File: src/sv/bam_pkg.sv
// bam_pkg: shared constants, types and helper functions for the
// border-adaptive 3x3 median filter. No dependencies.
`default_nettype none

package bam_pkg;

   // frame geometry
   localparam int MAX_WIDTH    = 1024;
   localparam int MAX_HEIGHT   = 1024;
   localparam int MIN_DIM      = 2;
   localparam int COL_W        = $clog2(MAX_WIDTH);
   localparam int ROW_W        = $clog2(MAX_HEIGHT);
   localparam int CFG_W        = 11;
   localparam int OUT_COL_W    = 10;
   localparam int PIX_W        = 8;
   localparam int CSR_IDX_W    = 2;
   localparam int WIDTH_RESET  = (1024 < MAX_WIDTH) ? 1024 : MAX_WIDTH;
   localparam int HEIGHT_RESET = 1024;

   // window geometry and ranking
   localparam int WIN_COLS = 3;
   localparam int WIN_ROWS = 3;
   localparam int WIN_N    = WIN_COLS * WIN_ROWS;
   localparam int RANK_W   = $clog2(WIN_N);
   localparam int TGT_W    = $clog2(WIN_N / 2 + 1);

   // result queue sizing: every item in flight may still push two results
   localparam int FIFO_DEPTH  = 16;
   localparam int FIFO_PTR_W  = $clog2(FIFO_DEPTH);
   localparam int FIFO_CNT_W  = $clog2(FIFO_DEPTH + 1);
   localparam int PIPE_ITEMS  = 4;
   localparam int READY_LIMIT = FIFO_DEPTH - 2 * PIPE_ITEMS;

   typedef enum logic [0:0] {
      OP_PIXEL = 1'b0,
      OP_DRAIN = 1'b1
   } opcode_type;

   typedef enum logic [CSR_IDX_W-1:0] {
      CSR_WIDTH  = 2'd0,
      CSR_HEIGHT = 2'd1
   } csr_index_type;

   typedef logic [PIX_W-1:0] pixel_type;

   // window entry (col * WIN_ROWS + row), column 0 oldest, row 0 top
   typedef pixel_type [WIN_N-1:0] window_type;

   typedef logic [WIN_N-1:0][RANK_W-1:0] rank_vec_type;

   // one line memory word: rows r-2 and r-1 of a column
   typedef struct packed {
      pixel_type older;
      pixel_type newer;
   } line_pair_type;

   // describes the up to two medians taken from one window position
   typedef struct packed {
      logic             emit_a;
      logic             emit_b;
      logic [WIN_N-1:0] mask_a;
      logic [WIN_N-1:0] mask_b;
      logic [TGT_W-1:0] tgt_a;
      logic [TGT_W-1:0] tgt_b;
      logic [COL_W-1:0] col_a;
      logic [COL_W-1:0] col_b;
      logic [ROW_W-1:0] row;
      logic             last_b;
   } med_tag_type;

   typedef struct packed {
      pixel_type            median_value;
      logic [OUT_COL_W-1:0] out_column;
      logic [ROW_W-1:0]     out_row;
      logic                 frame_last;
   } result_type;

   // in-image window positions
   function automatic logic [WIN_N-1:0] build_mask(input logic skip_left,
                                                   input logic skip_top,
                                                   input logic skip_bottom);
      logic [WIN_N-1:0] m;
      for (int ci = 0; ci < WIN_COLS; ci++) begin
         for (int ri = 0; ri < WIN_ROWS; ri++) begin
            m[ci*WIN_ROWS+ri] = !(skip_left && ci == 0) && !(skip_top && ri == 0) &&
                                !(skip_bottom && ri == WIN_ROWS - 1);
         end
      end
      return m;
   endfunction

   // sorted index floor(n/2) of the masked window
   function automatic logic [TGT_W-1:0] median_target(input logic [WIN_N-1:0] mask);
      return TGT_W'($countones(mask) >> 1);
   endfunction

endpackage

`default_nettype wire

File: src/sv/bam_median.sv
// bam_median: two-stage rank-select median of the 3x3 window under two masks.
// Stage one ranks every entry, stage two picks the entry at the target rank. Uses bam_pkg.
`default_nettype none

module bam_median (
   input  wire                      clock,
   input  wire                      reset,
   input  wire                      in_valid,
   input  bam_pkg::window_type      in_win,
   input  bam_pkg::med_tag_type     in_tag,
   output logic                     res_a_valid,
   output bam_pkg::result_type      res_a,
   output logic                     res_b_valid,
   output bam_pkg::result_type      res_b
);

   logic                  valid_ff, valid_in;
   bam_pkg::window_type   val_ff;
   bam_pkg::med_tag_type  tag_ff;
   bam_pkg::rank_vec_type rank_a_ff, rank_a_in;
   bam_pkg::rank_vec_type rank_b_ff, rank_b_in;

   // rank of each entry: entries that sort ahead of it, ties broken by position
   always_comb begin
      logic [bam_pkg::WIN_N-1:0] prec;
      for (int i = 0; i < bam_pkg::WIN_N; i++) begin
         for (int j = 0; j < bam_pkg::WIN_N; j++) begin
            prec[j] = (j != i) &&
                      ((in_win[j] < in_win[i]) || ((in_win[j] == in_win[i]) && (j < i)));
         end
         rank_a_in[i] = bam_pkg::RANK_W'($countones(prec & in_tag.mask_a));
         rank_b_in[i] = bam_pkg::RANK_W'($countones(prec & in_tag.mask_b));
      end
   end

   assign valid_in = in_valid;

   always_ff @(posedge clock) begin
      if (reset) begin
         valid_ff <= 1'b0;
      end else begin
         valid_ff <= valid_in;
      end
   end

   always_ff @(posedge clock) begin
      val_ff    <= in_win;
      tag_ff    <= in_tag;
      rank_a_ff <= rank_a_in;
      rank_b_ff <= rank_b_in;
   end

   // select the entry whose rank equals the target
   always_comb begin
      bam_pkg::pixel_type med_a;
      bam_pkg::pixel_type med_b;
      med_a = '0;
      med_b = '0;
      for (int i = 0; i < bam_pkg::WIN_N; i++) begin
         if (tag_ff.mask_a[i] && (rank_a_ff[i] == bam_pkg::RANK_W'(tag_ff.tgt_a))) begin
            med_a = med_a | val_ff[i];
         end
         if (tag_ff.mask_b[i] && (rank_b_ff[i] == bam_pkg::RANK_W'(tag_ff.tgt_b))) begin
            med_b = med_b | val_ff[i];
         end
      end
      res_a.median_value = med_a;
      res_a.out_column   = bam_pkg::OUT_COL_W'(tag_ff.col_a);
      res_a.out_row      = tag_ff.row;
      res_a.frame_last   = 1'b0;
      res_b.median_value = med_b;
      res_b.out_column   = bam_pkg::OUT_COL_W'(tag_ff.col_b);
      res_b.out_row      = tag_ff.row;
      res_b.frame_last   = tag_ff.last_b;
   end

   assign res_a_valid = valid_ff && tag_ff.emit_a;
   assign res_b_valid = valid_ff && tag_ff.emit_b;

endmodule

`default_nettype wire

File: config.mk
export PLATFORM = sky130hd
export DESIGN_NAME = bam_median
export DESIGN_NICKNAME = d
export VERILOG_FILES = /design/src/sv/bam_pkg.sv /design/src/sv/bam_median.sv
export SDC_FILE = /design/constraint.sdc
export NUM_CORES = 1
export LEC_CHECK = 0
export BUFFER_PORTS_ARGS = -buffer_cell sky130_fd_sc_hd__buf_2
export CORE_ASPECT_RATIO = 1.1
export CORE_MARGIN = 2
export CORE_UTILIZATION = 65
export CTS_BUF_LIST = sky130_fd_sc_hd__clkbuf_16
export DETAILED_ROUTE_END_ITERATION = 6
export GPL_TIMING_DRIVEN = 1
export HOLD_SLACK_MARGIN = 0.08
export PLACE_DENSITY = 0.95
export SLEW_MARGIN = 0
export SYNTH_ARGS = -nofsm -noshare
export SYNTH_HDL_FRONTEND = slang
export SYNTH_SLANG_ARGS = --single-unit
File: constraint.sdc
create_clock -name clock -period 7.9 [get_ports clock]
set_input_delay 0.79 -clock clock [delete_from_list [all_inputs] [get_ports clock]]
set_output_delay 0.79 -clock clock [all_outputs]
set_load 0.01 [all_outputs]
Word level (Yosys, flattened, before mapping)
Index checks and enable logic that the tools add are counted.
{"block": "word_totals", "regBits": 202, "latchBits": 0, "mem_bits_rw": 0, "rom_bits": 0, "in_bits": 132, "n_memories": 0}
{"block": "op_classes", "add_sub_neg": 144, "n_mul": 0, "n_div": 0, "magnitude_cmp": 72, "n_eq_ne": 54, "shift": 0, "n_mux": 18, "n_bitwise": 34, "n_reduce_logical": 56}
{"op": "less-than comparator 8 bit", "n": 72}
{"op": "equality test 8 bit", "n": 36}
{"op": "adder 1 x 1 -> 2 bit", "n": 72}
{"op": "bitwise AND 9 bit", "n": 16}
{"op": "two-way mux 8 bit", "n": 18}
{"op": "bitwise OR 8 bit", "n": 16}
{"op": "adder 2 x 2 -> 3 bit", "n": 32}
{"op": "adder 4 x 1 -> 4 bit", "n": 18}
{"op": "equality test 4 x 3 -> 1 bit", "n": 18}
{"op": "adder 3 x 3 -> 4 bit", "n": 16}
{"op": "logical OR 1 bit", "n": 36}
{"op": "adder 4 bit", "n": 6}
{"op": "logical AND 1 bit", "n": 20}
{"op": "bitwise AND 8 x 9 -> 9 bit", "n": 2}

Longest topological paths before layout
{"block": "depth", "word_depth": 19, "mapped_depth": 16, "ltp_nobuf": 16}

Worst setup path after synthesis
No wires, ideal clock.
{"block": "synth_timing", "path_type": "in2reg", "startpoint": "in in_win[50] (netlist name)", "endpoint": "reg rank_a_ff[26] (netlist name)", "arrival_ns": 4.365, "required_time_ns": 7.781, "setup_slack_ns": 3.417, "cell_stages": 14, "path_buffers": 0, "cell_sequence": "inv_1 -> ha_1 -> and3_1 -> a221o_1 -> a21oi_1 -> a31o_2 -> nand2_1 -> fa_1 -> fa_1 -> inv_1 -> fa_1 -> ha_1 -> fa_1 -> xor2_1"}
{"item": "start: declaration", "line": "bam_median.sv:9", "source": "input bam_pkg::window_type in_win,"}
{"item": "end signal: assignment", "line": "bam_median.sv:49", "source": "rank_a_ff <= rank_a_in;"}
{"item": "end: declaration", "line": "bam_median.sv:20", "source": "bam_pkg::rank_vec_type rank_a_ff, rank_a_in;"}

==> results.cfg <==
[status]
status = finished with violations
failed_checks = DRC

[die]
start_util_pct = 66.0
fp.dieH_microns = 169
dieArea_sq_um = 26100
fp-row-count = 60
num_io_pins = 192
die_w_microns = 154
design.core.area_sq_um = 24400

[clocking]
clockBufferDepth = 3
cts_buffers = 21
cts_max_level = 1
root_buffer = clkbuf_16
clkTransAtPathRegs_ps = 70
ctsResizeCount = 0
ctsHoldBuffers = 0
cts_tree = yes
clkSinkCount = 202
cts_setup_buffers = 0

[critical_path]
crit_chain = buf_2 -> inv_1 -> ha_1 -> a21o_1 -> a21oi_1 -> nor2b_1 -> o31ai_1 -> nand2_1 -> fa_1 -> fa_1 -> inv_1 -> fa_1 -> ha_1 -> inv_1 -> fa_1 -> xnor2_1
crit_type = in2reg
cp-start-kind = input pin
critPathMaxFanout = 7
crit_required_ps = 8290
crit_path_end_kind = flip-flop
cp_slowest_cell = o31ai_1
slowest_delay_ps = 960
crit_arrival_ps = 5590
crit_path_frequent_cell = fa_1

[synthesis]
synthCells = 1664
syn-num-nets = 2218
synthTopCellsByArea = ha_1 (27%), dfxtp_1 (25%), fa_1 (9.0%), inv_1 (4.4%), a21oi_1 (3.4%)
yosysSeqAreaShare_pct = 25.1
ys.flop_type = dfxtp_1
syn_area_sq_um = 16100
yosysUniqueCellTypes = 53
async_flop_share_pct = 0
synth_edf_count = 0
yosysWarnings = 0
syn_area_per_cell_sq_um = 9.68
synth_top_cell_by_area = ha_1
ys_ff_latch = 202
synth_top_area_share_pct = 27.2

[timing]
fin_tns_setup_ps = 0
slew_headroom_pct = 4.89
finalSetupViolCount = 0
finalCritPeriodShare_pct = 65.8
drv_slew = 0
finalHoldViolations = 0
max_freq_mhz = 192
fin_crit_ps = 5200
tightestPinTransition_ps = 1410
rsz0062_at_grt = false

[min_path]
hold_path_class = in2reg
min_from = in_tag[22]
hold_path_end = res_a[12]
hold_depth = 1

[pwr]
powerDensity_nw_per_um2 = 215
leakage_nw = 8.99
ir_drop_v = 0.000140

[drt]
ant_nets = 0
drc = 256
drt-total-wl_microns = 55800
post_drt_wl_per_cell_microns = 25.8
vias = 14900
drtIter0Drc = 2129
viasPerCell = 6.88
first_pass_iters = 7

[global_route]
grt_max_degree = 16
grt_pass1_vias = 15200
overflow = 0
grt_first_pass_wirelength_microns = 83400
antenna_found_initial = 1
grt_usage_pct = 42.3

[placed_design]
dp_hpwl_microns = 41100
portBuffers = 190
placed_cells = 2124
gp_congestion = 1.04

[finish]
fin_nets = 2391
fin_cells = 2164
drive_gt1_share_pct = 14.4
syn_to_final_growth_pct = 10.5

[flow_run]
cap_violations = 0
## report_power, final
| group | internal (mW) | switching, mW |
|---|---|---|
| logic | 0.632 | 0.957 |
| registers | 1.19 | 0.0899 |
| clock network | 0.524 | 0.433 |
## through the flow
step	power [mW]	instance area, sq um	util [%]	worst slack (ps)	hold slack (ps)
floorplan	2.27	16100	-	3420	818
global placement	2.68	17100	70.2	2540	892
detailed placement	2.80	17100	70.2	2400	894
CTS	3.76	17800	72.9	2830	378
global route	4.01	17800	72.9	2530	364
finish	3.83	17800	72.9	2700	369
## how the worst max path moves through the flow
stage / slack, ps / to / from / cells past startpoint
global route: 2530 / rank_b_ff[14] / in_win[29] / 16
CTS: 2830 / rank_b_ff[14] / in_win[29] / 16
detailed placement: 2400 / rank_b_ff[14] / in_win[29] / 16
global placement: 2540 / rank_b_ff[14] / in_win[29] / 16
finish: 2700 / rank_b_ff[14] / in_win[29] / 16
floorplan: 3420 / rank_a_ff[26] / in_win[50] / 14
## cell type report
| cell class | count | area, sq um |
|---|---|---|
| Clock buffer | 21 | 526 |
| Sequential cell | 202 | 4040 |
| Inverter | 188 | 706 |
| Multi-Input combinational cell | 1222 | 11000 |
| Antenna cell | 2 | 5.00 |
| Tap cell | 310 | 388 |
| Timing Repair Buffer | 202 | 1040 |
| Fill cell | 1630 | 6600 |
| Clock inverter | 17 | 128 |
## cell usage in the layout, fill, tap and decap left out, types with 36 or more instances in the layout
| cell | count |
|---|---|
| a21o_1 | 36 |
| a21oi_1 | 109 |
| buf_2 | 190 |
| dfxtp_1 | 202 |
| fa_1 | 72 |
| ha_1 | 350 |
| inv_1 | 189 |
| nand2_1 | 103 |
| nand4_1 | 50 |
| nor2_1 | 61 |
| nor2b_1 | 62 |
| xor2_1 | 42 |
## critical path, delay by kind of cell
family	cells	cell delay (ps)
fa+ha+maj	6	2540
simple gates	2	260
buf+inv	4	550
xor+xnor	1	150
compound gates	3	1280
## metal layers
| metal | vias to the layer above | part of all wire (%) | global-route usage (%) |
|---|---|---|---|
| met5 | - | 0 | 0.190 |
| met1 | 6859 | 32 | 46.6 |
| met2 | 1326 | 42 | 66.7 |
| met4 | 0 | 10 | 33.0 |
| met3 | 467 | 16 | 14.9 |
| li1 | 6232 | - | - |
## cell families after synthesis
| group | count (synthesis) | share of synthesized area (%) |
|---|---|---|
| other | 1 | 0.0233 |
| AOI/OAI and AO/OA | 336 | 14.5 |
| buffers and inverters | 240 | 6.83 |
| DFF | 202 | 25.1 |
| and+or+nand+nor | 393 | 13.6 |
| xor gates and xnor gates | 70 | 3.81 |
| adders and majority gates | 422 | 36.1 |
## synth_stat cells, types with 6 or more instances
library cell and instances:
fa_1 72, and2_1 34, o211ai_1 13, a221o_1 6
o21ai_0 24, or2_2 14, nand4_1 50, a222oi_1 16
buf_4 43, nor3_1 9, nand2_1 103, o31ai_1 13
a2bb2oi_1 8, nor2b_1 62, a21oi_1 109, a221oi_1 19
xor2_1 42, inv_1 188, nor2_1 61, nor4_2 6
o21bai_1 6, a22o_1 16, dfxtp_1 202, a22oi_1 16
nand2b_1 8, nand3_1 22, nor3b_1 6, ha_1 350
xnor2_1 28, o21a_1 24, a21o_1 36
## sequential cells by signal, indices dropped and copies added, names as in the netlist
name,count
res_a,20
rank_b_ff,36
tag_ff,26
val_ff,72
res_b,11
rank_a_ff,36
valid_ff,1
(Power assumes the default switching activity.)
